===== src/sv/wrbmp_pkg.sv =====
`timescale 1ns / 1ps
// ----------------------------------------------------------------------------
// wrbmp_pkg
// Shared types and constants for the walk reachability block.
// ----------------------------------------------------------------------------
package wrbmp_pkg;
  localparam int MAX_VERTICES = 16;
  localparam int IDX_W        = $clog2(MAX_VERTICES);

  typedef enum logic [1:0] {
    OP_CLEAR = 2'd0,
    OP_ADD   = 2'd1,
    OP_QUERY = 2'd2,
    OP_NONE  = 2'd3
  } op_t;

  typedef struct packed {
    logic [1:0] operation;
    logic [4:0] first_vertex;
    logic [4:0] second_vertex;
    logic [7:0] walk_length;
  } in_t;

  typedef struct packed {
    logic [4:0] vertex;
    logic       found;
    logic       last;
  } out_t;

  typedef enum logic [1:0] {
    ST_IDLE = 2'd0,
    ST_STEP = 2'd1,
    ST_EMIT = 2'd2
  } state_t;

  typedef struct packed {
    logic clr;
    logic add;
    logic load;
    logic step;
    logic emit;
  } cmd_t;

  typedef struct packed {
    logic step_last;
    logic emit_last;
  } status_t;
endpackage


===== src/sv/wrbmp_ctrl.sv =====
`timescale 1ns / 1ps
// ----------------------------------------------------------------------------
// wrbmp_ctrl
// Sequencer: decode commands, run the product steps, then emit results.
// ----------------------------------------------------------------------------
module wrbmp_ctrl (
  input  logic             clk,
  input  logic             rst_n,
  input  logic             start,
  input  wrbmp_pkg::in_t   in_data,
  input  wrbmp_pkg::status_t status,
  output logic             busy,
  output wrbmp_pkg::cmd_t  cmd
);
  import wrbmp_pkg::*;

  state_t state_r, state_nxt;

  always_ff @(posedge clk) begin
    if (!rst_n) begin
      state_r <= ST_IDLE;
    end else begin
      state_r <= state_nxt;
    end
  end

  always_comb begin
    state_nxt = state_r;
    cmd       = '0;
    busy      = (state_r != ST_IDLE);
    case (state_r)
      ST_IDLE: begin
        if (start) begin
          case (op_t'(in_data.operation))
            OP_CLEAR: cmd.clr = 1'b1;
            OP_ADD:   cmd.add = 1'b1;
            OP_QUERY: begin
              cmd.load  = 1'b1;
              state_nxt = (in_data.walk_length >= 8'd2) ? ST_STEP : ST_EMIT;
            end
            default: ;
          endcase
        end
      end
      ST_STEP: begin
        cmd.step = 1'b1;
        if (status.step_last) state_nxt = ST_EMIT;
      end
      ST_EMIT: begin
        cmd.emit = 1'b1;
        if (status.emit_last) state_nxt = ST_IDLE;
      end
      default: state_nxt = ST_IDLE;
    endcase
  end
endmodule


===== src/sv/wrbmp_dp.sv =====
`timescale 1ns / 1ps
// ----------------------------------------------------------------------------
// wrbmp_dp
// Adjacency store, reach vector, step counter and result encoder.
// ----------------------------------------------------------------------------
module wrbmp_dp (
  input  logic               clk,
  input  logic               rst_n,
  input  logic               cfg_we,
  input  logic [4:0]         cfg_wdata,
  input  wrbmp_pkg::in_t     in_data,
  input  wrbmp_pkg::cmd_t    cmd,
  output wrbmp_pkg::status_t status,
  output logic               out_valid,
  output wrbmp_pkg::out_t    out_data
);
  import wrbmp_pkg::*;

  logic [MAX_VERTICES-1:0] adj_r [MAX_VERTICES];
  logic [MAX_VERTICES-1:0] vec_r, vec_nxt, mask, prod, low_bit;
  logic [7:0]              cnt_r;
  logic                    bad_r;
  logic [4:0]              vc_r;
  logic [4:0]              n;
  logic [MAX_VERTICES:0]   mask_w;
  logic [IDX_W-1:0]        low_idx;
  logic                    a_ok, b_ok;
  logic [IDX_W-1:0]        a_idx, b_idx;

  assign n      = (vc_r > 5'(MAX_VERTICES)) ? 5'(MAX_VERTICES) : vc_r;
  assign mask_w = ((MAX_VERTICES+1)'(1) << n) - (MAX_VERTICES+1)'(1);
  assign mask   = mask_w[MAX_VERTICES-1:0];
  assign a_ok   = (in_data.first_vertex != 5'd0) && (in_data.first_vertex <= n);
  assign b_ok   = (in_data.second_vertex != 5'd0) && (in_data.second_vertex <= n);
  assign a_idx  = IDX_W'(in_data.first_vertex - 5'd1);
  assign b_idx  = IDX_W'(in_data.second_vertex - 5'd1);

  // one boolean vector-matrix product
  always_comb begin
    prod = '0;
    for (int m = 0; m < MAX_VERTICES; m++) begin
      if (vec_r[m]) prod = prod | adj_r[m];
    end
  end

  // lowest set bit of the reach vector
  always_comb begin
    low_idx = '0;
    for (int i = MAX_VERTICES-1; i >= 0; i--) begin
      if (vec_r[i]) low_idx = IDX_W'(i);
    end
  end
  assign low_bit = MAX_VERTICES'(1) << low_idx;
  assign vec_nxt = vec_r & ~low_bit;

  always_ff @(posedge clk) begin
    if (!rst_n) begin
      vc_r <= 5'd16;
    end else if (cfg_we) begin
      vc_r <= cfg_wdata;
    end
  end

  always_ff @(posedge clk) begin
    if (!rst_n || cmd.clr) begin
      for (int i = 0; i < MAX_VERTICES; i++) adj_r[i] <= '0;
    end else if (cmd.add && a_ok && b_ok) begin
      adj_r[a_idx][b_idx] <= 1'b1;
      adj_r[b_idx][a_idx] <= 1'b1;
    end
  end

  always_ff @(posedge clk) begin
    if (cmd.load) begin
      bad_r <= !a_ok;
      vec_r <= adj_r[a_idx] & mask;
      cnt_r <= in_data.walk_length;
    end else if (cmd.step) begin
      vec_r <= prod & mask;
      cnt_r <= cnt_r - 8'd1;
    end else if (cmd.emit) begin
      vec_r <= vec_nxt;
    end
  end

  logic empty;
  assign empty            = bad_r || (vec_r == '0);
  assign status.step_last = (cnt_r <= 8'd2);
  assign status.emit_last = empty || (vec_nxt == '0);
  assign out_valid        = cmd.emit;
  assign out_data.vertex  = empty ? 5'd0 : 5'(low_idx) + 5'd1;
  assign out_data.found   = !empty;
  assign out_data.last    = status.emit_last;
endmodule


===== src/sv/walk_reachability_by_matrix_power.sv =====
`timescale 1ns / 1ps
// ----------------------------------------------------------------------------
// walk_reachability_by_matrix_power
// Boolean walk reachability: edge loads plus k-step reach-set queries.
// ----------------------------------------------------------------------------
// Clear and add complete without leaving idle; busy stays low afterward.
// A query loads the source row, then runs max(k-1,0) product steps, one per cycle,
// then emits R results (R = number of results, at least 1), one per cycle.
// Results appear one per cycle on out_valid; the receiver cannot stall.
// Synchronous reset clears the adjacency store and sets vertex_count to 16.
module walk_reachability_by_matrix_power (
  input  logic             clk,
  input  logic             rst_n,
  input  logic             start,
  output logic             busy,
  input  wrbmp_pkg::in_t   in_data,
  input  logic             cfg_we,
  input  logic [4:0]       cfg_wdata,
  output logic             out_valid,
  output wrbmp_pkg::out_t  out_data
);
  import wrbmp_pkg::*;

  cmd_t    cmd;
  status_t status;

  // sequencer: accept a transfer when idle, then drive product and emit steps
  wrbmp_ctrl u_ctrl (
    .clk     (clk),
    .rst_n   (rst_n),
    .start   (start),
    .in_data (in_data),
    .status  (status),
    .busy    (busy),
    .cmd     (cmd)
  );

  // datapath: hold adjacency rows and iterate the source's reach vector
  wrbmp_dp u_dp (
    .clk       (clk),
    .rst_n     (rst_n),
    .cfg_we    (cfg_we),
    .cfg_wdata (cfg_wdata),
    .in_data   (in_data),
    .cmd       (cmd),
    .status    (status),
    .out_valid (out_valid),
    .out_data  (out_data)
  );
endmodule

===== config.mk =====
export PLATFORM = sky130hd
export DESIGN_NAME = walk_reachability_by_matrix_power
export DESIGN_NICKNAME = d
export VERILOG_FILES = /design/src/sv/wrbmp_pkg.sv /design/src/sv/wrbmp_ctrl.sv /design/src/sv/wrbmp_dp.sv /design/src/sv/walk_reachability_by_matrix_power.sv
export SDC_FILE = /design/constraint.sdc
export NUM_CORES = 1
export LEC_CHECK = 0
export ABC_AREA = 1
export BUFFER_PORTS_ARGS = -buffer_cell sky130_fd_sc_hd__buf_4
export CAP_MARGIN = 20
export CORE_MARGIN = 2
export CORE_UTILIZATION = 40
export CTS_CLUSTER_DIAMETER = 50
export CTS_CLUSTER_SIZE = 28
export DETAILED_ROUTE_END_ITERATION = 12
export GPL_TIMING_DRIVEN = 0
export RECOVER_POWER = 100
export REMOVE_ABC_BUFFERS = 1
export SYNTH_ARGS = -nofsm -noshare
export SYNTH_HDL_FRONTEND = slang
export SYNTH_SLANG_ARGS = --single-unit
export TNS_END_PERCENT = 10

===== constraint.sdc =====
create_clock -name clk -period 3.5 [get_ports clk]
set_input_delay 0.7 -clock clk [delete_from_list [all_inputs] [get_ports clk]]
set_output_delay 0.7 -clock clk [all_outputs]
set_load 0.1 [all_outputs]

==> out/metrics.cfg <==
[status]
status=complete, but fails checks
violations=setup timing

[worst_setup_path]
worst_ep_arrival_time_ns=3.63
crit_top_cell=nand2_1
setup.worst_path.start_class=flip-flop
crit_fanout=4
end_kind=primary output
cp.required_ns=2.80
critPathKind=flip-flop to primary output
slowest_stage=edfxtp_1
critPathMaxStageDelay_ns=0.56

[power_and_ir_drop]
ir_worst_vdd_uv=409
p_leak_nw=7.62
p_per_area_mw_per_mm2=609
finalPower_mw=11.5

[die]
row_count=72
die_w_um=202
io_pins=38
core_area_mm2=0.0386
dieArea_mm2=0.0407
start_util=0.405
die_h_um=202

[routing]
drt-total-wl_um=72900
drc=0
dr.first_iter.drc_count=2927
post_drt_wl_per_cell_um=25.1
dr.pass1.iters=6
vias_per_cell=6.16
ant_nets=0
vias=17900

[grt]
antenna_found_initial=3
overflow=0
grt_usage=0.349
grt_pass1_vias=16700
grt_pass1_wl_um=107000
grt_max_degree=77

[synth]
yosys.area.top_type=dfxtp_1
ys_warn_count=0
netlist_top_cells_area=dfxtp_1, nand2_1, nand3_1
synth-seq-cells=288
synth_most_common_cell=nand2_1
synth_cell_type_count=46
syn-cell-area_mm2=0.0156
synth_top_cell_area_share=0.337
synthTopCellsByCount=nand2_1, nand3_1, dfxtp_1, o21ai_0, inv_1
syn_avg_cell_area_um2=6.69
seq_area_frac_synth=0.385
synthArstFlopShare=0
postSynthCellCount=2338
synth_flop_cell=dfxtp_1
synth_edf_count=25

[layout]
final_layout_size_suffix_gt1_frac=0.124
area_delta_synth_final_pct=20.8
fin_util=0.489
layout.nets=2422

[timing]
period_needed_ns=4.33
period_share=1.24
tns_ns=-97.36
fmax_mhz=231
maxSlewViolCount=0
fin_skew_ns=0.0180
final_hold_viol_count=0
finalSetupViolations=291
rsz0062_at_grt=yes
worst_pin_slew_ns=1.25
slew_headroom=0.166
layout_setup_ws_ns=-0.828

[clocking]
cts_max_level=1
clkTransAtPathRegs_ns=0.07
cts_sinks=288
clock_latency_ns=0.60
cts_buffer_depth=3
root_buffer=clkbuf_16
cts-buffers-inserted=31
tritoncts=built
cts_hold_buffers=0

[place]
numPortBuffers=37
place_congestion=1.05
dp.final_hpwl_um=46500

[hold_path]
hold_class=input pin to flip-flop

[job]
cap_viol_max_count=0

-- flip-flops by register name (all words and copies together) (netlist names) --
register	cells
u_dp.adj_r	256
u_dp.cnt_r	8
u_ctrl.state_r	2
u_dp.bad_r	1
u_dp.vec_r	16
u_dp.vc_r	5
-- power by group --
group	internal (mW)	leakage [nW]	switching [mW]	total (mW)
clock network	1.87	0.534	1.69	3.56
registers	3.57	2.36	0.171	3.74
logic	1.12	4.73	3.08	4.20
total	6.56	7.62	4.94	11.5
-- final cells by class --
type / count / area (um2)
well taps: 518 / 648
diodes: 1 / 2.50
repair inverters: 1 / 5.00
inverters: 170 / 681
clock buffers: 31 / 776
repair buffers: 133 / 1620
multi-input cells: 1741 / 8830
fillers: 3759 / 19800
flip-flops and latches: 288 / 6020
clock inverters: 26 / 304
-- worst paths after layout --
kind | slack [ns] | start | cells past startpoint | to
max | -0.83 | u_dp.vec_r[15]$_DFFE_PP_ | 25 | out_data[0]
max reg2reg | -0.77 | u_ctrl.state_r[0]$_SDFFE_PN0P_ | 11 | u_dp.vec_r[10]$_DFFE_PP_
min | 0.34 | cfg_wdata[4] | 3 | u_dp.vc_r[4]$_SDFFE_PN1P_
min reg2reg | 0.48 | u_dp.adj_r[8][9]$_DFF_P_ | 2 | u_dp.adj_r[8][9]$_DFF_P_
-- per-layer routing --
| layer | GRT usage | share of wire | up-vias |
|---|---|---|---|
| met4 | 0.253 | 0.086 | 4 |
| met2 | 0.503 | 0.40 | 1323 |
| met3 | 0.107 | 0.14 | 331 |
| met5 | 0 | 0.00037 | - |
| li1 | - | - | 8004 |
| met1 | 0.440 | 0.37 | 8270 |
-- worst max-delay path: cells and delay by family (launching register included) --
kind / cells / cell delay, ns
AOI/OAI and AO/OA: 2 / 0.35
adders and majority gates: 2 / 0.35
buffers and inverters: 3 / 0.34
DFF: 1 / 0.56
and+or+nand+nor: 18 / 1.44
-- cells in the final DEF (no fill, tap or decap), drive strengths merged, types with 4 or more instances in the layout --
cell,netlist,routed
clkinv,5,13
inv,165,176
nor2,158,158
clkinvlp,0,6
nor3,11,11
a22o,5,5
dfxtp,263,263
o21ai,172,172
a221oi,29,29
a31oi,9,9
nand4,54,54
a21oi,148,148
nand2,732,732
xor2,7,7
nor4,4,4
o22ai,15,15
a22oi,21,21
edfxtp,25,25
clkbuf,116,37
o211ai,44,44
buf,23,127
o221ai,10,10
ha,27,27
nand3,264,264
o2111ai,11,11
-- logic make-up after synthesis --
group,Yosys count,synth area share
and+or+nand+nor,1227,0.331
AOI/OAI and AO/OA,478,0.182
buffers and inverters,309,0.0758
DFF,288,0.385
adders and majority gates,27,0.0216
xor gates and xnor gates,9,0.00504
-- what timing repair did --
item,4_1_cts,5_1_grt
endpoints found under the hold margin,0,0
buffers inserted,46,20
endpoints found under the setup margin,287,269
pin swaps,20,17
gates cloned,1,0
gates resized for setup,84,51
-- per-stage QoR --
stage	area, um2	instances	hold slack, ns	setup slack, ns
after floorplan	15100	2199	0.441	-9.89
after global placement	16000	2754	0.455	-20.77
after detailed placement	16700	2784	0.456	-1.62
after CTS	18600	2888	0.321	-0.735
after global routing	18900	2908	0.349	-0.937
final	18900	2909	0.339	-0.828
Power figures use the tool's default switching activity.
